**src/rtl/mfqs_pkg.sv**
```systemverilog
// Types and constants shared by the feedback queue scheduler.
// No dependencies.
`default_nettype none
package mfqs_pkg;
    localparam int MAX_TASKS  = 64;
    localparam int NUM_LEVELS = 4;
    localparam int ID_W       = 6;
    localparam int LVL_W      = 2;
    localparam int TIME_W     = 16;
    localparam int CNT_W      = 7;
    localparam int QADDR_W    = LVL_W + ID_W;
    localparam int PERIOD_W   = 24;
    localparam int QUANT_W    = 10;

    localparam logic [1:0] STATUS_OK    = 2'd0;
    localparam logic [1:0] STATUS_EMPTY = 2'd1;
    localparam logic [1:0] STATUS_BAD   = 2'd2;

    localparam logic [1:0] CFG_BOOST_PERIOD = 2'd0;
    localparam logic [1:0] CFG_QUANTUM      = 2'd1;
    localparam logic [1:0] CFG_ALLOTMENT    = 2'd2;

    typedef enum logic [1:0] {
        MODE_TICK,
        MODE_SUBMIT,
        MODE_DISPATCH,
        MODE_REPORT
    } mode_t;

    typedef enum logic [2:0] {
        ST_IDLE,
        ST_DISP_RD,
        ST_RPT_CALC,
        ST_RPT_WR,
        ST_BOOST_RD,
        ST_BOOST_WR
    } state_t;

    typedef struct packed {
        logic [TIME_W-1:0] length;
        logic [TIME_W-1:0] ran;
        logic [TIME_W-1:0] used;
        logic [LVL_W-1:0]  level;
    } task_rec_t;

    typedef struct packed {
        logic            en;
        logic            level_only;
        logic [ID_W-1:0] addr;
        task_rec_t       rec;
    } task_wr_t;

    typedef struct packed {
        logic               en;
        logic [QADDR_W-1:0] addr;
        logic [ID_W-1:0]    data;
    } queue_wr_t;
endpackage
`default_nettype wire

```
**src/rtl/mfqs_task_store.sv**
```systemverilog
// Per-task table memory: length, run time, allotment use and level.
// Depends on mfqs_pkg.
`default_nettype none
module mfqs_task_store (
    input  logic                          clk,
    input  logic                          rd_en,
    input  logic [mfqs_pkg::ID_W-1:0]     rd_addr,
    output mfqs_pkg::task_rec_t           rd_data,
    input  mfqs_pkg::task_wr_t            wr
);
    import mfqs_pkg::*;

    logic [TIME_W-1:0] len_mem  [MAX_TASKS];
    logic [TIME_W-1:0] ran_mem  [MAX_TASKS];
    logic [TIME_W-1:0] used_mem [MAX_TASKS];
    logic [LVL_W-1:0]  lvl_mem  [MAX_TASKS];

    always_ff @(posedge clk)
    begin
        if (wr.en)
        begin
            lvl_mem[wr.addr] <= wr.rec.level;
            if (!wr.level_only)
            begin
                len_mem[wr.addr]  <= wr.rec.length;
                ran_mem[wr.addr]  <= wr.rec.ran;
                used_mem[wr.addr] <= wr.rec.used;
            end
        end
        if (rd_en)
        begin
            rd_data.length <= len_mem[rd_addr];
            rd_data.ran    <= ran_mem[rd_addr];
            rd_data.used   <= used_mem[rd_addr];
            rd_data.level  <= lvl_mem[rd_addr];
        end
    end
endmodule
`default_nettype wire

```
**config.mk**
```make
export PLATFORM = sky130hd
export DESIGN_NAME = mfqs_task_store
export DESIGN_NICKNAME = d
export VERILOG_FILES = /design/src/rtl/mfqs_pkg.sv /design/src/rtl/mfqs_task_store.sv
export SDC_FILE = /design/constraint.sdc
export NUM_CORES = 2
export LEC_CHECK = 0
export BUFFER_PORTS_ARGS = -buffer_cell sky130_fd_sc_hd__buf_2
export CAP_MARGIN = 20
export CORE_MARGIN = 1
export CORE_UTILIZATION = 30
export CTS_CLUSTER_DIAMETER = 150
export DETAILED_ROUTE_END_ITERATION = 6
export PLACE_DENSITY = 0.49
export SLEW_MARGIN = 20
export SYNTH_ARGS = -nofsm -noshare
export SYNTH_HDL_FRONTEND = slang
export SYNTH_SLANG_ARGS = --single-unit
```
**constraint.sdc**
```tcl
create_clock -name clk -period 3.7 [get_ports clk]
set_input_delay 0.185 -clock clk [delete_from_list [all_inputs] [get_ports clk]]
set_output_delay 0.185 -clock clk [all_outputs]
set_load 0.05 [all_outputs]
```
Yosys cells after proc, flatten, opt, wreduce, memory -nomap -nowiden
Memory sizes are Yosys's and may differ from the RTL's. A register that Yosys moved wholly into a read port is not among the register bits.
Cells that the tools add are included.
- register bits after elaboration: 0
- bits in latches: 0
- RAM bits: 3200
- bits in read-only memories: 0
- word-level logic and storage cells: 9
- memories kept: 4
- add/sub/neg operators: 0
- $mul: 0
- div/mod/pow operators: 0
- order comparisons: 0
- equal/unequal tests: 0
- shifts and indexed selects: 0
- muxes and demuxes: 5
- bitwise operators: 0
- reduce and logical (&&, ||, !) cells: 0
- memories (name ; depth ; width ; rd ports ; clocked after Yosys merged registers in ; wr ports ; RTL line ; RTL):
    len_mem ; 64 ; 16 ; 1 ; 1 ; 1 ; mfqs_task_store.sv:13 ; logic [TIME_W-1:0] len_mem [MAX_TASKS];
    ran_mem ; 64 ; 16 ; 1 ; 1 ; 1 ; mfqs_task_store.sv:14 ; logic [TIME_W-1:0] ran_mem [MAX_TASKS];
    used_mem ; 64 ; 16 ; 1 ; 1 ; 1 ; mfqs_task_store.sv:15 ; logic [TIME_W-1:0] used_mem [MAX_TASKS];
    lvl_mem ; 64 ; 2 ; 1 ; 1 ; 1 ; mfqs_task_store.sv:16 ; logic [LVL_W-1:0] lvl_mem [MAX_TASKS];
- operators with widths (cell ; number):
    two-way mux 1 bit ; 5

Longest topological paths before layout
- depth in word-level cells: 3
- depth in mapped cells: 11

Least setup slack after synthesis
OpenSTA, ideal clock, no wires.
- path type: input-to-reg
- start point: input port wr[55] (netlist bit)
- end point: memory len_mem[32][0] (enable)
- setup time: 454 ps
- data arrival time: 3475 ps
- data required time: 3246 ps
- setup slack: -229 ps
- cell stages on the path: 6
- buffers on the path: 3
- path through: clkbuf_1 or3b_2 clkbuf_1 or2_2 clkbuf_1 nor2_1
- RTL lines (what ; RTL line ; RTL):
    start, declared ; mfqs_task_store.sv:9 ; input mfqs_pkg::task_wr_t wr
    end, declared ; mfqs_task_store.sv:13 ;
Straight into the memory's write port.

Worst setup path after layout
- start point: input port wr[53] (netlist bit)
- end point: memory used_mem[49][5] (enable)
- RTL lines (what ; RTL line):
    end, declared ; mfqs_task_store.sv:15
Straight into the memory's write port.

==> impl_results.md <==
- Crit path kind: primary input to flip-flop
- Clock-pin slew on the worst setup and hold paths: roughly 0.060 ns
- Int Pwr: approximately 61 mW
- NetSw: between 15 and 20 mW
- Combinational Power Share: under 10%
- DR DRC count: 0
- CP peak stage delay: 0.68 ns
- Clock power frac: a little over two fifths
- Cts repair resizes: 0
- Sequential Power Share: between 50% and 60%
- Die area: between 400,000 and 500,000 sq um
- Mean Syn Cell Area: ~24 sq um
- Highest clock rate: 419 MHz
- Placed cell area: 133,000 sq um
- Synthesized Nets: 5,229
- Hold WS: between 0.02 and 0.025 ns
- Relative slew slack: around 28%
- Top Family by Delay on Critical Path: simple AND/OR/NAND/NOR gates
- Pleak: roughly 44 nW
- Critical Path End Type: flip-flop
- Reg-to-reg critical path endpoint: rd_data[36]$_DFFE_PP_
- Final min period: around 2.4 ns
- Number of global-route vias before repair: 60,837
- Worst R2R Path Depth: 4
- Area of the multi-input gates: between 20,000 and 25,000 sq um
- Port Buf Inserts: between 100 and 150
- Async SR Flop Fraction: 0%
- Worst path required time: around 4.3 ns
- CTS root buf: clkbuf_16
- YS warnings: 0
- Non-Filler Instances: between 10,000 and 15,000
- Worst slack at placement: ~0.63 ns
- Hold EP: len_mem[23][10]$_DFFE_PP_
- CTS tree: done
- Clk_skew: between 0.02 and 0.025 ns
- Cell count after synthesis: about 5,200
- Worst-path maximum fanout: 16
- Status: completed
- Startpoint types: primary input
- Post-detailed-routing wire length: 387 mm
- Sequential fraction of the synthesis area: about four fifths
- Vias: between 50,000 and 60,000
- Unrepaired setup endpoints after global routing: no
- Seq. cell area: around 98,000 sq um
- IR drop worst, VDD: around 330 uV
- Critical-path top delay cell: nor2_4
- Hold path cells: 1
- Pins Over Slew Limit: 0
- Worst hold path class: primary input to flip-flop
- Antenna-violating nets left: 0
- Critical Path, Cell by Cell: dlygate4sd3_1 > buf_2 > nand3b_1 > or2_2 > nor2_4 > buf_12
- H-tree levels: 5
- Cts bufs inserted: about 350
- Most frequent cell after synthesis: edfxtp_1
- GRT Util Overall: between 10% and 20%
- Period utilization: approximately 65%
- Worst setup margin: 1.31 ns
- Clk sinks: around 3,300
- Largest net degree at the start of global routing: between 60 and 70
- Number of core rows: 234
- First drt pass iteration count: 5
- Arrival time worst endpoint: roughly 3.0 ns
- Post-DR vias/cell: approximately 5.2
- I/O pin count: around 120
- Core area: approximately 410,000 sq um
- R2R setup slack: about 1.4 ns
- Die Y: between 600 and 700 um
- Post-Syn Area: 123,000 sq um
- Buf/Inv on CP: 3
- # Max-Cap Violations: 0
- CTS max path bufs: 4
- Top-area cell type share of the netlist area: approximately four fifths
- Synth top area cells: edfxtp_1 79%, mux4_2 16%, mux2i_1 0.97%
- Worst Tran Pin Value: between 1 and 1.5 ns
- Worst-skew pair later-pin latency: approximately 0.92 ns
- Post-synth EDFFs: 3,250
- Wire per inst: roughly 34 um
- Initial Util: slightly above 30%
- #FFs+latches synth: around 3,300
- Initial antenna violation count: 19
- Worst r2r src: len_mem[15][2]$_DFFE_PP_
- Power after layout: 77.9 mW
- Yosys cell types: 30
- Final setup violation count: 0
- Post-detail-place hpwl: roughly 200 mm
- Total global routing overflow: 0
- Fillers: 37,103
- Commonest register cell after synthesis: edfxtp_1
- Post-synth top cells: 3,250 x edfxtp_1, 864 x mux4_2, 239 x nor2_1
- Hold Startpoint: wr[44]
- Post-layout nets: 5,741
- Post-Place Cells: around 11,000
- RD Place Congestion: 0.751
- Switching Share: about 22%
- Global-route wire length before repair: between 500 and 600 mm
- Post-synth top area cell: edfxtp_1
- Power per cell area: between 500 and 600 nW/um^2
- Final Hold Fails: 0
- Area delta synth->final: 17.7%
- Chip width: approximately 640 um
- DR iter-0 viols: around 6,700
- Fin area: 145,000 sq um
- Layout cells sized above 1: between 30% and 40%
worst reg2reg max path, stage by stage (launching register included):
cell      delay [ns]
edfxtp_1        0.36
mux4_2          0.47
mux4_2          0.51
o22ai_1         0.56
nor2_1          0.12
flip-flops by register name, indices dropped and copies added (netlist names):
signal,count
rd_data,50
len_mem,1024
ran_mem,1024
lvl_mem,128
used_mem,1024
worst max path at each step:
stage / slack (ns) / end / depth (start not counted) / start
6_report: 1.31 / used_mem[49][5]$_DFFE_PP_ / 6 / wr[53]
5_1_grt: 1.32 / used_mem[49][5]$_DFFE_PP_ / 6 / wr[53]
4_1_cts: 1.38 / used_mem[49][5]$_DFFE_PP_ / 6 / wr[53]
3_5_place_dp: 0.63 / rd_data[5]$_DFFE_PP_ / 6 / rd_addr[0]
3_3_place_gp: 0.59 / rd_data[5]$_DFFE_PP_ / 6 / rd_addr[0]
2_1_floorplan: -0.23 / len_mem[32][0]$_DFFE_PP_ / 6 / wr[55]
metrics by stage:
| step | util, % | TNS (ns) |
|---|---|---|
| finish | 35.5 | 0 |
| global placement | 32.7 | 0 |
| floorplan | - | -210.14 |
| global route | 35.5 | 0 |
| detailed placement | 32.7 | 0 |
| CTS | 35.5 | 0 |
placed cells by master (no fill, tap or decap), types with 21 or more instances in the layout:
master / n
mux2i_1: 119
nor2_4: 64
clkbuf_16: 353
a21oi_1: 95
mux4_2: 864
buf_4: 161
clkinv_1: 74
clkinv_2: 54
bufinv_16: 21
o22ai_1: 138
nor2_1: 175
buf_12: 135
o221ai_1: 45
dlygate4sd3_1: 63
buf_2: 94
edfxtp_1: 3250
clkbuf_1: 79
nand2_1: 22
cells by family (layout without fill, tap and decap cells):
logic type	count (synthesis)	count (layout)	share of synthesized area, %
flip-flops	3250	3250	79.3
multiplexers	983	983	16.8
AND/OR/NAND/NOR	324	324	1.12
AO/OA/AOI/OAI	311	311	1.64
buffers and inverters	295	1073	1.12
other	0	6	0
power by group through the flow:
stage	clock (mW)	combinational (mW)	sequential, mW
after floorplan	0	1.90	41.8
after global placement	0	3.75	41.6
after detailed placement	0	3.80	41.6
after CTS	33.9	3.85	40.9
after global routing	35.2	4.03	40.9
final	33.3	3.81	40.9
metal layers:
| layer | track usage (%) | vias to the layer above | wire [um] |
|---|---|---|---|
| met2 | 32.3 | 2239 | 198000 |
| met5 | 0 | - | 23 |
| met3 | 2.70 | 434 | 23100 |
| met1 | 24.4 | 33665 | 158000 |
| li1 | - | 23314 | - |
| met4 | 3.55 | 4 | 7550 |
layout make-up:
cell class,instances,share of cell area (%)
clock inverter,184,1.08
multi-input combinational,1618,17.0
clock buffer,432,6.31
tap,5428,4.69
sequential,3250,67.4
timing repair buffer,457,3.50
antenna,6,0.0104
what timing repair did:
action | in CTS | in global routing
endpoints found under the hold margin | 1889 | 896
setup buffers | 0 | 0
hold buffers | 49 | 14
No activity file was read; power rests on OpenSTA's default activity.
